`src/sv/mx_pkg.sv`:
```
// ----------------------------------------------------------------------------
// mx_pkg
// Shared types for the modular exponentiation block: request and response
// payloads and the status bundle between the core and the top level.
// ----------------------------------------------------------------------------
package mx_pkg;

  // width of the base, exponent, modulus and result fields on the ports
  localparam int DATA_W = 64;

  // request payload
  typedef struct packed {
    logic [DATA_W-1:0] base;
    logic [DATA_W-1:0] exponent;
    logic [DATA_W-1:0] modulus;
  } mx_in_t;

  // response payload
  typedef struct packed {
    logic [DATA_W-1:0] power_result;
    logic              bad_modulus;
  } mx_out_t;

  // core status seen by the top level
  typedef struct packed {
    logic idle;
    logic done;
  } mx_stat_t;

endpackage

```
`src/sv/mx_addmod.sv`:
```
// ----------------------------------------------------------------------------
// mx_addmod
// Shared modular adder: (x + y + cin) mod m for x, y < m, by one add and
// one conditional subtract. Serves remainder steps, additions and doublings.
// ----------------------------------------------------------------------------
module mx_addmod #(
  parameter int W = 64
) (
  input  logic [W-1:0] x,
  input  logic [W-1:0] y,
  input  logic         cin,
  input  logic [W-1:0] m,
  output logic [W-1:0] r
);

  logic [W:0] sum;
  logic [W:0] diff;

  // sum keeps its carry so the compare stays exact
  assign sum  = {1'b0, x} + {1'b0, y} + {{W{1'b0}}, cin};
  assign diff = sum - {1'b0, m};
  assign r    = (sum >= {1'b0, m}) ? diff[W-1:0] : sum[W-1:0];

endmodule

```
`src/sv/mx_core.sv`:
```
// ----------------------------------------------------------------------------
// mx_core
// Sequencer and operand registers for square-and-multiply. Reduces the base
// by shift-subtract, then runs shift-and-add modular products, all on one
// shared modular adder.
// ----------------------------------------------------------------------------
module mx_core #(
  parameter int W = 64
) (
  input  logic             clk,
  input  logic             rst,
  input  logic             start,
  input  mx_pkg::mx_in_t   req,
  input  logic             take,
  output mx_pkg::mx_stat_t stat,
  output mx_pkg::mx_out_t  res
);
  import mx_pkg::*;

  localparam int CW = $clog2(W);

  typedef enum logic [2:0] {
    S_IDLE,
    S_MOD,
    S_EXP,
    S_MUL_ADD,
    S_MUL_DBL,
    S_DONE
  } state_t;

  state_t        state;
  logic [W-1:0]  m_r;
  logic [W-1:0]  e_r;
  logic [W-1:0]  b_r;
  logic [W-1:0]  a_r;
  logic [W-1:0]  x_r;
  logic [W-1:0]  y_r;
  logic [W-1:0]  p_r;
  logic [CW-1:0] cnt;
  logic          sq;
  logic [W-1:0]  res_r;
  logic          bad_r;

  logic [W-1:0]  ux;
  logic [W-1:0]  uy;
  logic          uc;
  logic [W-1:0]  ur;

  // operand select for the shared adder
  always_comb begin
    ux = x_r;
    uy = x_r;
    uc = 1'b0;
    case (state)
      S_MOD: begin
        ux = p_r;
        uy = p_r;
        uc = y_r[W-1];
      end
      S_MUL_ADD: begin
        if (y_r[0]) begin
          ux = p_r;
          uy = x_r;
        end
      end
      default: ;
    endcase
  end

  mx_addmod #(.W(W)) u_addmod (
    .x   (ux),
    .y   (uy),
    .cin (uc),
    .m   (m_r),
    .r   (ur)
  );

  // sequencer and operand registers
  always_ff @(posedge clk) begin
    if (rst) begin
      state <= S_IDLE;
    end else begin
      case (state)
        S_IDLE: begin
          if (start) begin
            m_r <= req.modulus[W-1:0];
            e_r <= req.exponent[W-1:0];
            y_r <= req.base[W-1:0];
            p_r <= '0;
            cnt <= CW'(W - 1);
            if (req.modulus[W-1:0] == '0) begin
              res_r <= '0;
              bad_r <= 1'b1;
              state <= S_DONE;
            end else if (req.exponent[W-1:0] == '0) begin
              res_r <= {{(W-1){1'b0}}, 1'b1};
              bad_r <= 1'b0;
              state <= S_DONE;
            end else begin
              state <= S_MOD;
            end
          end
        end
        // base mod modulus, one base bit per cycle from the top
        S_MOD: begin
          p_r <= ur;
          y_r <= y_r << 1;
          if (cnt == '0) begin
            b_r   <= ur;
            a_r   <= {{(W-1){1'b0}}, 1'b1};
            state <= S_EXP;
          end else begin
            cnt <= cnt - 1'b1;
          end
        end
        // pick the next product for the current exponent bit, or finish
        S_EXP: begin
          x_r <= b_r;
          p_r <= '0;
          if (e_r == '0) begin
            res_r <= a_r;
            bad_r <= 1'b0;
            state <= S_DONE;
          end else if (e_r[0]) begin
            y_r   <= a_r;
            sq    <= 1'b0;
            state <= S_MUL_ADD;
          end else begin
            y_r   <= b_r;
            sq    <= 1'b1;
            state <= S_MUL_ADD;
          end
        end
        // product step: add on a set bit, else double; store when done
        S_MUL_ADD: begin
          if (y_r == '0) begin
            if (!sq) begin
              a_r <= p_r;
              if (e_r[W-1:1] == '0) begin
                res_r <= p_r;
                bad_r <= 1'b0;
                state <= S_DONE;
              end else begin
                x_r <= b_r;
                y_r <= b_r;
                p_r <= '0;
                sq  <= 1'b1;
              end
            end else begin
              b_r   <= p_r;
              e_r   <= e_r >> 1;
              state <= S_EXP;
            end
          end else if (y_r[0]) begin
            p_r   <= ur;
            state <= S_MUL_DBL;
          end else begin
            x_r <= ur;
            y_r <= y_r >> 1;
          end
        end
        // product step: double the multiplicand
        S_MUL_DBL: begin
          x_r   <= ur;
          y_r   <= y_r >> 1;
          state <= S_MUL_ADD;
        end
        S_DONE: begin
          if (take) begin
            state <= S_IDLE;
          end
        end
        default: state <= S_IDLE;
      endcase
    end
  end

  assign stat.idle        = (state == S_IDLE);
  assign stat.done        = (state == S_DONE);
  assign res.power_result = DATA_W'(res_r);
  assign res.bad_modulus  = bad_r;

endmodule

```
`src/sv/modular_exponentiation.sv`:
```
// ----------------------------------------------------------------------------
// modular_exponentiation
// base ^ exponent mod modulus by right-to-left square-and-multiply, with
// shift-and-add modular products on a single modular adder.
//
//   channel   signals                       payload
//   request   req_valid / req_ready / req   base, exponent, modulus
//   response  rsp_valid / rsp_ready / rsp   power_result, bad_modulus
//
// A zero modulus or zero exponent finishes straight from the idle state.
// Otherwise the base is first reduced bit by bit, then each exponent bit
// up to the top set one is picked and costs one product when set plus one
// squaring (none after the top bit), each product by shift-and-add on the
// shared adder.
// Reset clears the sequencer and the response valid. A stalled response
// holds in its register; the next request is taken once the core is idle.
// ----------------------------------------------------------------------------
module modular_exponentiation #(
  parameter int OPERAND_WIDTH = 64
) (
  input  logic            clk,
  input  logic            rst,
  input  logic            req_valid,
  output logic            req_ready,
  input  mx_pkg::mx_in_t  req,
  output logic            rsp_valid,
  input  logic            rsp_ready,
  output mx_pkg::mx_out_t rsp
);
  import mx_pkg::*;

  mx_stat_t stat;
  mx_out_t  core_res;
  logic     take;

  // core is free for a new request only when idle
  assign req_ready = stat.idle;

  // response register accepts when empty or being drained
  assign take = stat.done && (!rsp_valid || rsp_ready);

  mx_core #(.W(OPERAND_WIDTH)) u_core (
    .clk   (clk),
    .rst   (rst),
    .start (req_valid && req_ready),
    .req   (req),
    .take  (take),
    .stat  (stat),
    .res   (core_res)
  );

  // response register
  always_ff @(posedge clk) begin
    if (rst) begin
      rsp_valid <= 1'b0;
    end else begin
      if (take) begin
        rsp_valid <= 1'b1;
        rsp       <= core_res;
      end else if (rsp_ready) begin
        rsp_valid <= 1'b0;
      end
    end
  end

endmodule

```
`config.mk`:
```
export PLATFORM = sky130hd
export DESIGN_NAME = modular_exponentiation
export DESIGN_NICKNAME = d
export VERILOG_FILES = /design/src/sv/mx_pkg.sv /design/src/sv/mx_addmod.sv /design/src/sv/mx_core.sv /design/src/sv/modular_exponentiation.sv
export SDC_FILE = /design/constraint.sdc
export NUM_CORES = 1
export LEC_CHECK = 0
export BUFFER_PORTS_ARGS = -buffer_cell sky130_fd_sc_hd__buf_2
export CORE_MARGIN = 5
export CORE_UTILIZATION = 49
export CTS_BUF_LIST = sky130_fd_sc_hd__clkbuf_8
export CTS_CLUSTER_DIAMETER = 120
export DETAILED_ROUTE_END_ITERATION = 16
export PLACE_DENSITY = 0.67
export SETUP_SLACK_MARGIN = 0.5
export SYNTH_ARGS = -nofsm -noshare
export SYNTH_HDL_FRONTEND = slang
export SYNTH_HIERARCHICAL = 1
export SYNTH_SLANG_ARGS = --single-unit
```
`constraint.sdc`:
```
create_clock -name clk -period 19.7 [get_ports clk]
set_clock_uncertainty 0.1 [all_clocks]
set_input_delay 0 -clock clk [delete_from_list [all_inputs] [get_ports clk]]
set_output_delay 0 -clock clk [all_outputs]
set_load 0.005 [all_outputs]
```
# --- Word-level counts from Yosys, hierarchy flattened ---
# Index checks and enable logic that the tools add are counted.
# Widths: inputs -> output; s select.
op_classes:
  eq_ne: 21
  bitwise: 1
  n_reduce_logical: 33
  order_cmp: 1
  add_sub_neg: 4
  n_mux: 72
op_table:
  columns: ["cell", "count"]
  rows:
  - ["$mux 64", 33]
  - ["$pmux 64 s2", 4]
  - ["$pmux 64 s3", 2]
  - ["$pmux 64 s5", 1]
  - ["$logic_not 64->1", 4]
  - ["$pmux 64 s4", 1]
  - ["$add 64x64->65", 1]
  - ["$add 65x1->65", 1]
  - ["$ge 65x64->1", 1]
  - ["$sub 64x64->64", 1]
  - ["$logic_not 63->1", 1]
  - ["$mux 3", 10]
  - ["$reduce_and 5->1", 5]
  - ["$pmux 3 s6", 1]
  - ["$mux 1", 15]
  - ["$ne 2x1->1 const B", 7]
  - ["$mux 6", 2]
  - ["$pmux 6 s2", 1]
  - ["$reduce_and 6->1", 2]
  - ["$reduce_bool 2->1", 5]
  - ["$ne 3x3->1 const B", 3]
  - ["$reduce_and 4->1", 2]
  - ["$reduce_and 8->1", 1]
  - ["$reduce_and 7->1", 1]
  - ["other kinds (20)", 27]
totals:
  elab_cells: 148
  register_bits: 589
  input_bits: 196
  out_inout_bits: 67

# --- Logic depth before layout (Yosys ltp) ---
depth:
  ltp_word: 9
  mapped_depth: 34
  mapped_depth_nobuf: 27

# --- By module ---
# Netlist, hierarchy kept.
by_module_without_submodules:
  columns: ["module", "n_inst", "area_each_um2", "cells_per_inst"]
  rows:
  - ["mx_core", 1, 25051.5, 1933]
  - ["mx_addmod", 1, 8486.9, 1288]
  - ["modular_exponentiation", 1, 2019.4, 72]

# --- Worst setup path before layout ---
# OpenSTA, ideal clock, no wires.
synth_timing:
  path_kind: "flip-flop to flip-flop"
  start: "register u_core.y_r[0]"
  end: "register u_core.a_r[0], enable pin"
  path_slack_ps: 7285
  path_stages_with_launch: 6
  t_required_ps: 18772
  setup_time_ps: 828
  period_less_slack_ps: 12415
  t_arrival_ps: 11488
  path_cell_list: "edfxtp_1 -> nor4_1 -> nand4_1 -> or4_4 -> buf_2 -> a2111oi_0"
synth_via:
  elab_chain_cells: 3
synth_rtl:
  columns: ["item", "line_no", "rtl"]
  rows:
  - ["start: declaration", "mx_core.sv:37", "logic [W-1:0] y_r;"]
  - ["start signal: assignment", "mx_core.sv:88", "y_r <= req.base[W-1:0];"]
  - ["start signal: assignment", "mx_core.sv:107", "y_r <= y_r << 1;"]
  - ["start signal: assignment", "mx_core.sv:125", "y_r <= a_r;"]
  - ["$logic_not 64->1", "mx_core.sv:136", "if (y_r == '0) begin"]
  - ["$ne 2x1->1 (no line)", null, null]
  - ["$reduce_and 5->1 (no line)", null, null]
  - ["end signal: assignment", "mx_core.sv:110", "a_r <= {{(W-1){1'b0}}, 1'b1};"]
  - ["end signal: assignment", "mx_core.sv:138", "a_r <= p_r;"]
  - ["end: declaration", "mx_core.sv:35", "logic [W-1:0] a_r;"]
# No other way between the ends.
# A chain may end at the register's enable or synchronous reset.

# --- Worst setup path after layout ---
layout_timing:
  start: "register u_core.state[2]"
  end: "register u_core.x_r[7] (data pin)"
layout_via:
  word_cells_on_any_way: 15
layout_rtl:
  columns: ["item", "line_no", "rtl"]
  rows:
  - ["start: declaration", "mx_core.sv:31", "state_t state;"]
  - ["start signal: assignment", "mx_core.sv:81", "state <= S_IDLE;"]
  - ["start signal: assignment", "mx_core.sv:94", "state <= S_DONE;"]
  - ["start signal: assignment", "mx_core.sv:98", "state <= S_DONE;"]
  - ["$eq 3x1->1 *", "mx_core.sv:54", "case (state)"]
  - ["$mux 1 *", "mx_core.sv:54", null]
  - ["net u_core.uc", "mx_core.sv:46", "logic uc;"]
  - ["$add 65x1->65 *", "mx_addmod.sv:20", "assign sum = {1'b0, x} + {1'b0, y} + {{W{1'b0}}, cin};"]
  - ["$sub 64x64->64 or $ge 65x64->1 (tied branches)", "mx_addmod.sv:21, mx_addmod.sv:22", null]
  - ["$mux 64 *", "mx_addmod.sv:22", "assign r = (sum >= {1'b0, m}) ? diff[W-1:0] : sum[W-1:0];"]
  - ["net u_core.ur[7]", "mx_core.sv:47", "logic [W-1:0] ur;"]
  - ["$mux 64", "mx_core.sv:154", "end else if (y_r[0]) begin"]
  - ["$mux 64", "mx_core.sv:136", null]
  - ["$pmux 64 s3 *", "mx_core.sv:83", "case (state)"]
  - ["end signal: assignment", "mx_core.sv:144", "x_r <= b_r;"]
  - ["end signal: assignment", "mx_core.sv:158", "x_r <= ur;"]
  - ["end signal: assignment", "mx_core.sv:164", "x_r <= ur;"]
  - ["end: declaration", "mx_core.sv:36", "logic [W-1:0] x_r;"]
# The timed path passes the listed nets; every way through them passes the cells marked *. The select of a mux whose other input is x is not followed.

==> out/results.ini <==
[critical_path]
crit_type=reg -> reg
critical_path_required_ps=20060
crit_arrival_ps=10750
r2r_start=u_core/state[2]
path_max_fanout=73
crit_start=u_core/state[2]
worstSetupStartpointType=flip-flop
end_kind=flip-flop

[clock_tree]
cts_max_path_buffers=3
insertion_delay_ps=750
cts_root_buf=clkbuf_8
cts.htree.levels=3
cts_tree=built
tritoncts.num_buffers=101
clk_transition_reported_paths_ps=60
post_cts_buffers=0
clock-sinks=589

[cells_and_area]
syn_to_final_growth_pct=21.4
drive_above_1_share_pct=20.3
nets=4200

[place]
globalplace.congestion=0.975
hpwl_um=77600
io_buffers=262
post-place-ws_ps=9610

[yosys]
yosysMostFrequentCell=edfxtp_1
yosysTopAreaCell=edfxtp_1
syn_area_per_cell_um2=10.8
netlist_area_um2=35600
synthCells=3293
synth_nets=3621
synth_commonest_cells=edfxtp_1, a21oi_1, nand2_1, nor2_1, mux2_2
synth_edf_count=585
ys.flop_type=edfxtp_1
ys_types=89
synth_top_area_share_pct=49.4
ys_seq_area_share_pct=49.6
ys_warn_count=6
synth_seq_cells=589
synth_area_leaders=edfxtp_1, mux2_2, ha_1
async_flop_share_pct=0

[grt]
grt_pass1_wl_um=176000
grt-ovfl-total=0
grt_max_degree=102
grt_usage_pct=28.6
grt_pass1_vias=29568
antenna_found_initial=4

[floorplanning]
dieArea_um2=78100
start_util_pct=49.6
core_um2=71700
fp.dieW_um=279
pin_count=263
std_cell_rows=98
die_h_um=279

[timing]
worst_pin_slew_ps=1260
fin_ws_ps=9310
setup_viol=0
tns_ps=0
maxSlewHeadroom_pct=15.5
rsz0062_at_grt=no
fmax_ghz=0.0962
slew_viol_final=0
finalCritPeriodShare_pct=52.7
period_needed_ps=10390
hold_viol_final=0

[route]
wl_per_cell_um=23.6
drt_first_pass_iters=6
routed_wl_um=116000
via_per_inst=6.03
final_antenna_net_count=0
drc=0
route.vias.total=29556
first_iter_violations=3134

[run]
maxCapViolCount=0

[worst_hold_path]
hold_path_class=in -> reg
hold_start=req[142]

[run_status]
run_status=complete, no violations

-- placed cells by master, fill, tap and decap left out, drive strengths merged, types with 20 or more instances in the layout --
cell         count
edfxtp         585
dlygate4sd3    368
a21oi          319
nor2           312
nand2          306
buf            296
mux2           215
and2           149
inv            142
a21o           133
ha             129
clkbuf         101
o21ai           89
xnor2           77
nor4            74
a221oi          67
mux2i           65
o22ai           62
nand4           51
xor2            44
clkinv          37
nor3            36
nand3           32
a31oi           23
o21bai          23
a211oi          20
-- metrics by stage --
stage / area [um2] / utilization, % / hold slack (ps) / cells
floorplan: 35600 / - / -30.9 / 3293
global placement: 37600 / 52.4 / 93.6 / 4351
detailed placement: 37600 / 52.4 / 95.7 / 4351
CTS: 43200 / 60.2 / 0.499 / 4900
global route: 43200 / 60.2 / 45.4 / 4903
finish: 43200 / 60.2 / 61.5 / 4904
-- worst paths after layout --
check | end | slack (ps) | cells past startpoint
setup / recovery | u_core/x_r[7] | 9310 | 27
hold reg to reg | rsp[15] | 310 | 0
hold / removal | u_core/y_r[14] | 60 | 4
setup reg to reg | u_core/x_r[7] | 9310 | 27
-- registers in the layout, summed over array words and instances (netlist names), 64 cells and up --
name,count
rsp,65
u_core/a_r,64
u_core/b_r,64
u_core/e_r,64
u_core/m_r,64
u_core/p_r,64
u_core/res_r,64
u_core/x_r,64
u_core/y_r,64
-- layout make-up --
class | count | area [um2]
fillers | 5837 | 28600
well taps | 950 | 1190
repair buffers | 664 | 5250
diodes | 4 | 10.0
inverters | 106 | 398
clock buffers | 101 | 1390
flip-flops and latches | 589 | 17700
multi-input cells | 2410 | 16800
clock inverters | 80 | 484
-- worst max-delay path: stages (launching register included) --
cell and delay [ps]:
dfxtp_1 840, nand2b_2 250, buf_4 710, nor2_1 380, and2_1 290, fa_1 410, fa_1 450, a211oi_1 300
o21ai_1 190, o2111a_1 320, o211ai_1 470, a31oi_1 360, a211oi_1 380, nor2_1 180, a31oi_1 200, xnor2_1 120
ha_1 420, nand2_1 150, or4_1 500, nor4_1 280, nand4_1 120, o41ai_1 300, a311oi_1 100, nand4_1 110
a311o_2 590, buf_4 790, mux2_2 440, mux2_2 270
-- cell families (layout without fill, tap and decap cells) --
kind of cell	after synthesis	in the layout	share of synthesized area, %
DFF	589	589	49.6
and+or+nand+nor	1042	1042	14.4
other	0	4	0
xor gates and xnor gates	121	121	2.98
muxes	280	280	8.64
adders and majority gates	132	132	4.71
buffers and inverters	294	951	3.49
AOI/OAI and AO/OA	835	835	16.2
-- routing by layer --
| metal | share of wire, % | track usage, % | vias to the layer above | wire [um] |
|---|---|---|---|---|
| li1 | - | - | 13511 | - |
| met1 | 42 | 38.1 | 14369 | 48600 |
| met2 | 47 | 47.3 | 1409 | 54300 |
| met3 | 7.2 | 4.98 | 267 | 8330 |
| met4 | 4.1 | 11.1 | 0 | 4730 |
| met5 | 0 | 0 | - | 0 |
-- timing repair --
action,in CTS,in global routing
gates resized for setup,0,0
hold buffers,368,0
endpoints found under the hold margin,221,0
Power is left out: the tool's default activity adds up to more than one toggle a clock period on the data nets, which glitch-free logic cannot reach.
